## config.mk

```make
export PLATFORM = sky130hd
export DESIGN_NAME = gcb_fifo
export DESIGN_NICKNAME = d
export VERILOG_FILES = /design/src/design/gcb_fifo.sv
export SDC_FILE = /design/constraint.sdc
export NUM_CORES = 1
export LEC_CHECK = 0
export BUFFER_PORTS_ARGS = -buffer_cell sky130_fd_sc_hd__buf_4
export CAP_MARGIN = 40
export CORE_MARGIN = 2
export CORE_UTILIZATION = 52
export DETAILED_ROUTE_END_ITERATION = 6
export PLACE_DENSITY = 0.8
export SLEW_MARGIN = 0
export SYNTH_ARGS = -nofsm -noshare
export SYNTH_HDL_FRONTEND = slang
export SYNTH_SLANG_ARGS = --single-unit
```

## constraint.sdc

```tcl
create_clock -name i_clk -period 2.05 [get_ports i_clk]
set_input_delay 0.1025 -clock i_clk [delete_from_list [all_inputs] [get_ports i_clk]]
set_output_delay 0.1025 -clock i_clk [all_outputs]
set_load 0.02 [all_outputs]
```

## src/design/gcb_fifo.sv

```systemverilog
`default_nettype none

module gcb_fifo #(
    parameter int unsigned W = 8
) (
    input  logic         i_clk,
    input  logic         i_rst_n,
    input  logic         i_push,
    input  logic [W-1:0] i_data,
    input  logic         i_pop,
    output logic [W-1:0] o_data,
    output logic         o_empty,
    output logic         o_full
);

    logic [W-1:0] r_slot [2];
    logic         r_wr;
    logic         r_rd;
    logic [1:0]   r_cnt;

    assign o_data  = r_slot[r_rd];
    assign o_empty = (r_cnt == 2'd0);
    assign o_full  = (r_cnt == 2'd2);

    always_ff @(posedge i_clk) begin
        if (!i_rst_n) begin
            r_wr  <= 1'b0;
            r_rd  <= 1'b0;
            r_cnt <= 2'd0;
        end else begin
            if (i_push) begin
                r_wr <= ~r_wr;
            end
            if (i_pop) begin
                r_rd <= ~r_rd;
            end
            unique case ({i_push, i_pop})
                2'b10:   r_cnt <= r_cnt + 2'd1;
                2'b01:   r_cnt <= r_cnt - 2'd1;
                default: r_cnt <= r_cnt;
            endcase
        end
    end

    always_ff @(posedge i_clk) begin
        if (i_push) begin
            r_slot[r_wr] <= i_data;
        end
    end

`ifndef SYNTHESIS
    a_no_overflow: assert property (@(posedge i_clk) disable iff (!i_rst_n)
        (r_cnt == 2'd2) |-> !i_push)
        else $error("queue push while full");
    a_no_underflow: assert property (@(posedge i_clk) disable iff (!i_rst_n)
        (r_cnt == 2'd0) |-> !i_pop)
        else $error("queue pop while empty");
`endif

endmodule

`default_nettype wire

```

# After elaboration in Yosys (flattened, before gate mapping)
# Memory sizes are Yosys's and may differ from the RTL's. A register that Yosys moved wholly into a read port is not among the register bits.
# Index checks and enable logic that the tools add are counted.
[totals]
mem_count = 1
elab_cells = 18
ramBits = 16
regBits = 4
input_bits = 12
[op_classes]
eq_ne = 3
muxes = 5
add_sub_neg = 2
n_reduce_logical = 2
n_bitwise = 2
[mem_list]
columns = ["name", "depth", "width", "rd", "rd_clocked_by_memory_dff", "wr", "line_no", "text"]
rows = [
  ["r_slot", 2, 8, 1, 1, 1, "16", "logic [W-1:0] r_slot [2];"],
]
[ops]
columns = ["operator", "count"]
rows = [
  ["equality test 2 bit (second input constant)", 2],
  ["2-to-1 mux 1 bit", 4],
  ["case mux 2 bit (2 select lines)", 1],
  ["adder 2 x 1 -> 2 bit (second input constant)", 1],
  ["equality test 2 x 1 -> 1 bit (second input constant)", 1],
  ["zero test 2 bit", 1],
  ["inverter 1 bit", 2],
  ["nonzero test 2 bit", 1],
  ["subtractor 2 x 1 -> 2 bit (second input constant)", 1],
]

# Logic depth before layout (Yosys ltp)
# Gate-level depths: netlist (run 1).
[depth]
depth_word = 3
depth_mapped = 5

# Worst setup path before layout (run 1)
# No wires, ideal clock.
[synth_path]
path_type = "register to register"
startpoint = "register r_wr"
endpoint = "memory r_slot[0][0] (enable)"
path_stages_with_launch = 2
n_path_buf = 0
setup_ns = 0.374
period_less_slack_ns = 1.082
arrival_time_ns = 0.709
path_slack_ns = 0.968
path_cell_list = "dfxtp_1 > nor2_1"
[synth_lines]
columns = ["element", "line_no", "text"]
rows = [
  ["start: declaration", "17", "logic r_wr;"],
  ["start signal: assignment", "32", "r_wr <= ~r_wr;"],
  ["end: declaration", "16", ""],
]
# Straight into the memory's write port.

==> results of run 1 <==
through the flow:
step	util	total power, mW
3_5_place_dp	0.656	0.658
6_report	0.728	0.842
5_1_grt	0.728	0.882
4_1_cts	0.721	0.844
3_3_place_gp	0.656	0.653
2_1_floorplan	-	0.595
cells in the final DEF (no fill, tap or decap), types with 2 or more instances in the layout:
cell	Yosys	final
sky130_fd_sc_hd__xnor2_1	2	2
sky130_fd_sc_hd__clkbuf_4	0	3
sky130_fd_sc_hd__nor2_1	2	2
sky130_fd_sc_hd__edfxtp_1	16	16
sky130_fd_sc_hd__mux2_2	8	8
sky130_fd_sc_hd__dfxtp_1	5	5
sky130_fd_sc_hd__buf_4	0	21
sky130_fd_sc_hd__dlygate4sd3_1	0	8
sky130_fd_sc_hd__and2_1	4	4
power by group:
| part | total, mW | switching [mW] | internal, mW |
|---|---|---|---|
| clock | 0.182 | 0.106 | 0.0754 |
| combinational | 0.156 | 0.0696 | 0.0864 |
| sequential | 0.504 | 0.0173 | 0.487 |
| total | 0.842 | 0.193 | 0.649 |
worst min-delay path by stage:
stage                    to  cells after the start
6_report           r_cnt[0]                      2
5_1_grt                r_wr                      2
4_1_cts        r_slot[0][5]                      1
3_5_place_dp   r_slot[1][0]                      1
3_3_place_gp   r_slot[1][6]                      1
2_1_floorplan  r_slot[0][0]                      0
routing by layer:
metal / up-vias / wire length (um) / global-route usage
met4: 0 / 13 / 0.0727
met3: 2 / 43 / 0.0255
met5: - / 0 / 0
li1: 234 / - / -
met1: 221 / 564 / 0.183
met2: 12 / 667 / 0.270
flip-flops by register name, summed over array words and instances (netlist names), named ones only:
register / cells
r_cnt: 2
r_rd: 1
r_slot: 16
r_wr: 1
cell type report:
| type | count | share of cell area |
|---|---|---|
| multi-input combinational | 24 | 0.189 |
| clock buffer | 4 | 0.0245 |
| sequential | 21 | 0.542 |
| timing repair buffer | 29 | 0.222 |
| tap | 16 | 0.0187 |
| inverter | 1 | 0.00350 |
worst max-delay path, cell delays in order (launching register included):
cell	delay (ps)
sky130_fd_sc_hd__dfxtp_1	540
sky130_fd_sc_hd__mux2_2	390
sky130_fd_sc_hd__buf_4	160
cell usage after synthesis, drive strengths merged (2+ instances only):
master | number | area, um^2
nor2 | 2 | 7.51
xnor2 | 2 | 17.5
dfxtp | 5 | 100
and2 | 4 | 25.0
mux2 | 8 | 90.1
edfxtp | 16 | 480
what timing repair did:
| action | in CTS | in global routing |
|---|---|---|
| hold endpoints to repair | 13 | 2 |
| hold buffers | 7 | 1 |
| endpoints found under the setup margin | 0 | 0 |
| gates resized for setup | 0 | 0 |
logic make-up (layout without fill, tap and decap cells):
logic type	Yosys count	count (layout)	share of synthesized area
xor gates and xnor gates	3	3	0.0332
DFF	21	21	0.733
AOI/OAI and AO/OA	3	3	0.0253
adders and majority gates	1	1	0.0158
muxes	8	8	0.114
buffers and inverters	2	34	0.0110
and+or+nand+nor	9	9	0.0679
==> summary.md, run 1 <==
| Metric | Value |
|---|---|
| Port Buffer Count | `21` |
| Clock buffer count from CTS | `3` |
| Number of global-route vias before repair | `487` |
| Internal reg-to-reg setup slack | `roughly 800 ps` |
| Post-synthesis average cell area | `16.9 um^2` |
| Share of synthesized flip-flops with an asynchronous set or reset | `0` |
| Routed Antenna Nets | `0` |
| RSZ-0062 raised after global routing | `no` |
| Transition time at the pin with the least slew margin | `702 ps` |
| Count of placed standard cells including taps | `83` |
| Worst Hold Launch | `i_rst_n` |
| WS Path Type | `flip-flop to primary output` |
| Clock slew at the register clock pins of the worst setup and hold paths | `100 ps` |
| Count of standard-cell rows | `14` |
| Min-delay worst type | `input port to flip-flop` |
| Initial cell density of the core | `0.538` |
| Capture point of the worst path | `o_data[5]` |
| Placer congestion estimate | `0.635` |
| FF-to-FF End | `r_slot[0][2]` |
| Final number of hold-violating endpoints | `0` |
| TritonCTS clock tree | `yes` |
| Cell area after layout | `1070 um^2` |
| Half-perimeter wire length after placement | `874 um` |
| Area inside the core boundary | `1470 um^2` |
| Area after DPL | `965 um^2` |
| Post-Syn Instances | `47` |
| Setup Buffers After CTS | `0` |
| Die Footprint | `1850 um^2` |
| Crit Path Max Fanout | `8` |
| Maximum vdd ir drop | `between 0.0005 and 0.0006 V` |
| FF+latch area | `roughly 580 um^2` |
| TritonCTS Sinks | `21` |
| Per-cell via count in the routed design | `slightly below 5` |
| Critical path startpoint category | `flip-flop` |
| Setup WS pre-CTS | `838 ps` |
| H-tree levels | `1` |
| Number of library cell types mapped by synthesis | `16` |
| Cell Area, Synth | `792 um^2` |
| P_leak | `around 0.42 nW` |
| Antenna violations before repair | `0` |
| Number of synthesized register bits | `21` |
| Routed via count | `469` |
| Final Net Count | `93` |
| Minimum clock period | `1470 ps` |
| Number of synthesized flops with an enable pin | `16` |
| Overflow left after global routing | `0` |
| Average wire per standard cell | `about 14 um` |
| Req. time, crit path | `just under 2000 ps` |
| Detailed Route Iter0 Violations | `0` |
| Fill cell total of the finished layout | `between 90 and 100` |
| Total power divided by cell area | `about 790 nW/um^2` |
| Total global routing track utilization | `0.154` |
| Main flop type after synthesis | `sky130_fd_sc_hd__edfxtp_1` |
| Detailed-routing iteration count for the pre-antenna-repair pass | `1` |
| Sum of negative setup slack | `0 ps` |
| Total length of routed wires | `1.29 mm` |
| Combined area of the multi-input logic cells | `203 um^2` |
| Clock Skew | `~4.2 ps` |
| Warning count from the yosys run | `0` |
| Worst slew margin | `0.530` |
| Buffer type at the clock tree root | `sky130_fd_sc_hd__clkbuf_4` |
| Start of the worst register-to-register path | `r_wr` |
| DIE WIDTH | `43.0 um` |
| Setup-failing EPs final | `0` |
| Bufs on Longest Clock Path | `2` |
| Crit path capture type | `primary output` |
| Highest clock rate | `between 0.6 and 0.7 GHz` |
| Proportion of layout cells with a drive suffix above 1 | `0.418` |
| Worst reg-to-reg path cell count | `1` |
| Part of the Yosys area used for sequential elements | `0.733` |
| Maximum capacitance violations | `0` |
| Maximum number of pins on one net before global-route repair | `12` |
| Hold Worst Slack | `approximately 56 ps` |
| DRC violation count after routing | `0` |
| Wire length of the first global-routing pass | `2.06 mm` |
| Insertion delay to the later sink of the worst-skew pair | `between 200 and 300 ps` |
| Non-filler instance count after layout | `95` |
| Share of the cycle needed by the critical path after routing | `0.716` |
| Min setup slack post-route | `582 ps` |
| Area growth from synthesis to layout | `35.2%` |
| WP data arrival | `1370 ps` |
| Count of boundary I/O pins | `22` |
| Net count after synthesis | `60` |
| Count of inserted antenna diode cells | `0` |
| Result of the run | `completed` |
| Final number of max-transition violations | `0` |
| Chip Height | `43.0 um` |
(Power assumes the default switching activity.)
==> run 2, diff against run 1 <==
--- a/config.mk
+++ b/config.mk
@@ -5,12 +5,13 @@
 export SDC_FILE = /design/constraint.sdc
 export NUM_CORES = 1
 export LEC_CHECK = 0
+export ABC_AREA = 1
 export BUFFER_PORTS_ARGS = -buffer_cell sky130_fd_sc_hd__buf_4
 export CAP_MARGIN = 40
 export CORE_MARGIN = 2
-export CORE_UTILIZATION = 52
+export CORE_UTILIZATION = 49
 export DETAILED_ROUTE_END_ITERATION = 6
-export PLACE_DENSITY = 0.8
+export PLACE_DENSITY = 0.75
 export SLEW_MARGIN = 0
 export SYNTH_ARGS = -nofsm -noshare
 export SYNTH_HDL_FRONTEND = slang
==> constraint.sdc (replaced) <==
create_clock -name i_clk -period 1.4 [get_ports i_clk]
set_input_delay 0.07 -clock i_clk [delete_from_list [all_inputs] [get_ports i_clk]]
set_output_delay 0.07 -clock i_clk [all_outputs]
set_load 0.02 [all_outputs]
==> summary.md, run 2 <==
| Metric | Value |
|---|---|
| Result of the run | `completed` |
| Bufs on Longest Clock Path | `2` |
| Slowest cell on the critical path | `sky130_fd_sc_hd__dfxtp_1` |
| Area fraction of the dominant cell type after synthesis | `0.573` |
| Detailed-routing iteration count for the pre-antenna-repair pass | `2` |
| Count of boundary I/O pins | `22` |
| Cell Area, Synth | `838 um^2` |
| Most common cell after layout, fill and taps aside | `sky130_fd_sc_hd__buf_4` |
| TritonCTS Sinks | `21` |
| Cell area after layout | `about 1100 um^2` |
| H-tree levels | `1` |
| Maximum capacitance violations | `0` |
| Average wire per standard cell | `roughly 12 um` |
| Total global routing track utilization | `0.138` |
| Post-synthesis average cell area | `14.0 um^2` |
| Leading post-synthesis cells by instance count | `16 x sky130_fd_sc_hd__edfxtp_1, 12 x sky130_fd_sc_hd__nor2_1, 8 x sky130_fd_sc_hd__mux2_4, 8 x sky130_fd_sc_hd__nand2_1, 6 x sky130_fd_sc_hd__inv_1` |
| Final Net Count | `108` |
| Most common cell on crit path | `sky130_fd_sc_hd__buf_4` |
| Number of global-route vias before repair | `roughly 530` |
| Post-Syn Instances | `60` |
| Highest-count cells in the layout ignoring fill and taps | `23 x sky130_fd_sc_hd__buf_4, 16 x sky130_fd_sc_hd__edfxtp_1, 12 x sky130_fd_sc_hd__nor2_1` |
| Largest reg by FF count | `r_slot` |
| Count of standard-cell rows | `14` |
| CP top delay family | `buffers and inverters` |
| Count of placed standard cells including taps | `98` |
| Share of the cycle needed by the critical path after routing | `0.956` |
| Fraction of synthesized area in multiplexers | `0.143` |
| Clock buffer count from CTS | `3` |
| Final number of hold-violating endpoints | `0` |
| Part of the Yosys area used for sequential elements | `0.693` |
| Wire length of the first global-routing pass | `1.93 mm` |
| Crit-path cells | `buf_4 > mux2_4 > buf_4` |
| Synth top area cells | `sky130_fd_sc_hd__edfxtp_1 57%, sky130_fd_sc_hd__mux2_4 14%, sky130_fd_sc_hd__dfxtp_1 12%` |
| Area after DPL | `1020 um^2` |
| Parity-gate share of the synthesized area counting xor and xnor cells | `0` |
| WP data arrival | `1270 ps` |
| Net count after synthesis | `73` |
| Buffer type at the clock tree root | `sky130_fd_sc_hd__clkbuf_4` |
| Initial cell density of the core | `0.538` |
| DIE WIDTH | `45.4 um` |
| Crit path largest cell delay | `320 ps` |
| Placer congestion estimate | `0.654` |
| RSZ-0062 raised after global routing | `no` |
| Half-perimeter wire length after placement | `around 990 um` |
| Port Buffer Count | `21` |
| WP buf/inv | `2` |
| Chip Height | `45.4 um` |
| Most frequently used cell type in the post-synthesis netlist | `sky130_fd_sc_hd__edfxtp_1` |
| Total power divided by cell area | `1090 nW/um^2` |
| Largest family of logic cells by synthesized area | `multiplexers` |
| Req. time, crit path | `approximately 1300 ps` |
| Routed via count | `534` |
| Routed length on met3 | `between 60 and 70 um` |
| Wire length on met2 | `763 um` |
| Non-filler instance count after layout | `110` |
| Routed Antenna Nets | `0` |
| Post-route met1 wirelength | `roughly 520 um` |
| Per-cell via count in the routed design | `slightly below 5` |
| Area growth from synthesis to layout | `34.3%` |
| TritonCTS clock tree | `yes` |
| Compound-cell area share of the yosys netlist | `0.0119` |
| Setup-failing EPs final | `0` |
| Number of library cell types mapped by synthesis | `11` |
| Warning count from the yosys run | `0` |
| Final number of max-transition violations | `0` |
| Worst slew margin | `0.788` |
| Minimum clock period | `1340 ps` |
| Crit Path Max Fanout | `8` |
| Sum of negative setup slack | `0 ps` |
| Arithmetic-cell share of the synthesized area counting full adders, half adders and majority gates | `0.0149` |
| Antenna violations before repair | `0` |
| Highest clock rate | `approximately 0.75 GHz` |
| Area fraction in and, or, nand and nor cells after synthesis | `0.0970` |
| Main flop type after synthesis | `sky130_fd_sc_hd__edfxtp_1` |
| Number of flip-flops in the largest register | `16` |
| Number of synthesized register bits | `21` |
| Hold Worst Slack | `25.6 ps` |
| Total length of routed wires | `between 1 and 1.5 mm` |
| Die Footprint | `2060 um^2` |
| P_leak | `0.497 nW` |
| Min-delay worst type | `input port to flip-flop` |
| Top flop regs | `r_slot: 16 flops, r_cnt: 2 flops` |
| Clock Skew | `1.11 ps` |
| Critical path startpoint category | `flip-flop` |
| Overflow left after global routing | `0` |
| Count of inserted antenna diode cells | `0` |
| Transition time at the pin with the least slew margin | `approximately 320 ps` |
| Maximum number of pins on one net before global-route repair | `12` |
| Proportion of layout cells with a drive suffix above 1 | `0.362` |
| Final total power | `1.23 mW` |
| Insertion delay to the later sink of the worst-skew pair | `280 ps` |
| WS Path Type | `flip-flop to primary output` |
| Number of synthesized flops with an enable pin | `16` |
| Detailed Route Iter0 Violations | `1` |
| Share of synthesized flip-flops with an asynchronous set or reset | `0` |
| Crit path capture type | `primary output` |
| Highest routed metal layer | `met3` |
| Biggest area consumer among synthesized cells | `sky130_fd_sc_hd__edfxtp_1` |
| Clock slew at the register clock pins of the worst setup and hold paths | `~100 ps` |
| DRC violation count after routing | `0` |
| Area inside the core boundary | `1560 um^2` |
| Maximum vdd ir drop | `approximately 0.00064 V` |
[run 2: cell count changes in the layout (fill, tap and decap cells not counted), sizes merged, moves of 2 or more]
cell / before / now
nor2: 2 / 12
nand2: 0 / 8
inv: 1 / 6
and2: 4 / 0
buf: 21 / 23
xnor2: 2 / 0
[run 2: area by class of cell]
cell class | count | area, um^2
Timing Repair Buffer | 31 | 253
Tap cell | 16 | 20.0
Multi-Input combinational cell | 32 | 224
Fill cell | 121 | 433
Clock buffer | 4 | 26.3
Inverter | 6 | 22.5
Sequential cell | 21 | 581
[run 2: routing by layer]
| metal | global-route usage | vias to the layer above |
|---|---|---|
| met5 | 0 | - |
| met4 | 0.0529 | 0 |
| met3 | 0.0440 | 0 |
| met2 | 0.289 | 14 |
| met1 | 0.111 | 251 |
| li1 | - | 269 |
[run 2: repair_timing]
action | 4_1_cts | 5_1_grt
resized for setup | 0 | 0
hold endpoints to repair | 16 | 0
buffers inserted | 0 | 0
hold buffers | 8 | 0
[run 2: worst min-delay path, delay by kind of cell]
family        cells  cell delay [ps]
simple gates      2              110
buf+inv           1               90
[run 2: cells by family (layout without fill, tap and decap cells)]
kind of cell             after synthesis  in the layout
flip-flops                            21             21
AND/OR/NAND/NOR                       21             21
multiplexers                           8              8
buffers and inverters                  7             41
AO/OA/AOI/OAI                          2              2
adder cells (fa/ha/maj)                1              1
[run 2: final timing paths]
| check | startpoint | endpoint | slack, ps | cells past startpoint |
|---|---|---|---|---|
| worst min-delay path | i_push | r_wr | 30 | 3 |
| worst max register to register | r_wr | r_slot[1][5] | 390 | 2 |
| worst min register to register | r_wr | r_wr | 510 | 2 |
| worst max-delay path | flip-flop | o_data[1] | 60 | 3 |
[run 2: metrics by stage]
| stage | util | worst slack [ps] |
|---|---|---|
| after global placement | 0.654 | 387 |
| final | 0.722 | 61.6 |
| after CTS | 0.722 | 45.3 |
| after floorplan | - | 342 |
| after detailed placement | 0.654 | 377 |
| after global routing | 0.722 | 10.0 |
[run 2: where the power goes]
| group | switching (mW) | internal (mW) | leakage, nW | total, mW |
|---|---|---|---|---|
| Combinational | 0.109 | 0.123 | 0.290 | 0.232 |
| Sequential | 0.0163 | 0.710 | 0.192 | 0.727 |
| Clock | 0.160 | 0.111 | 0.0150 | 0.270 |
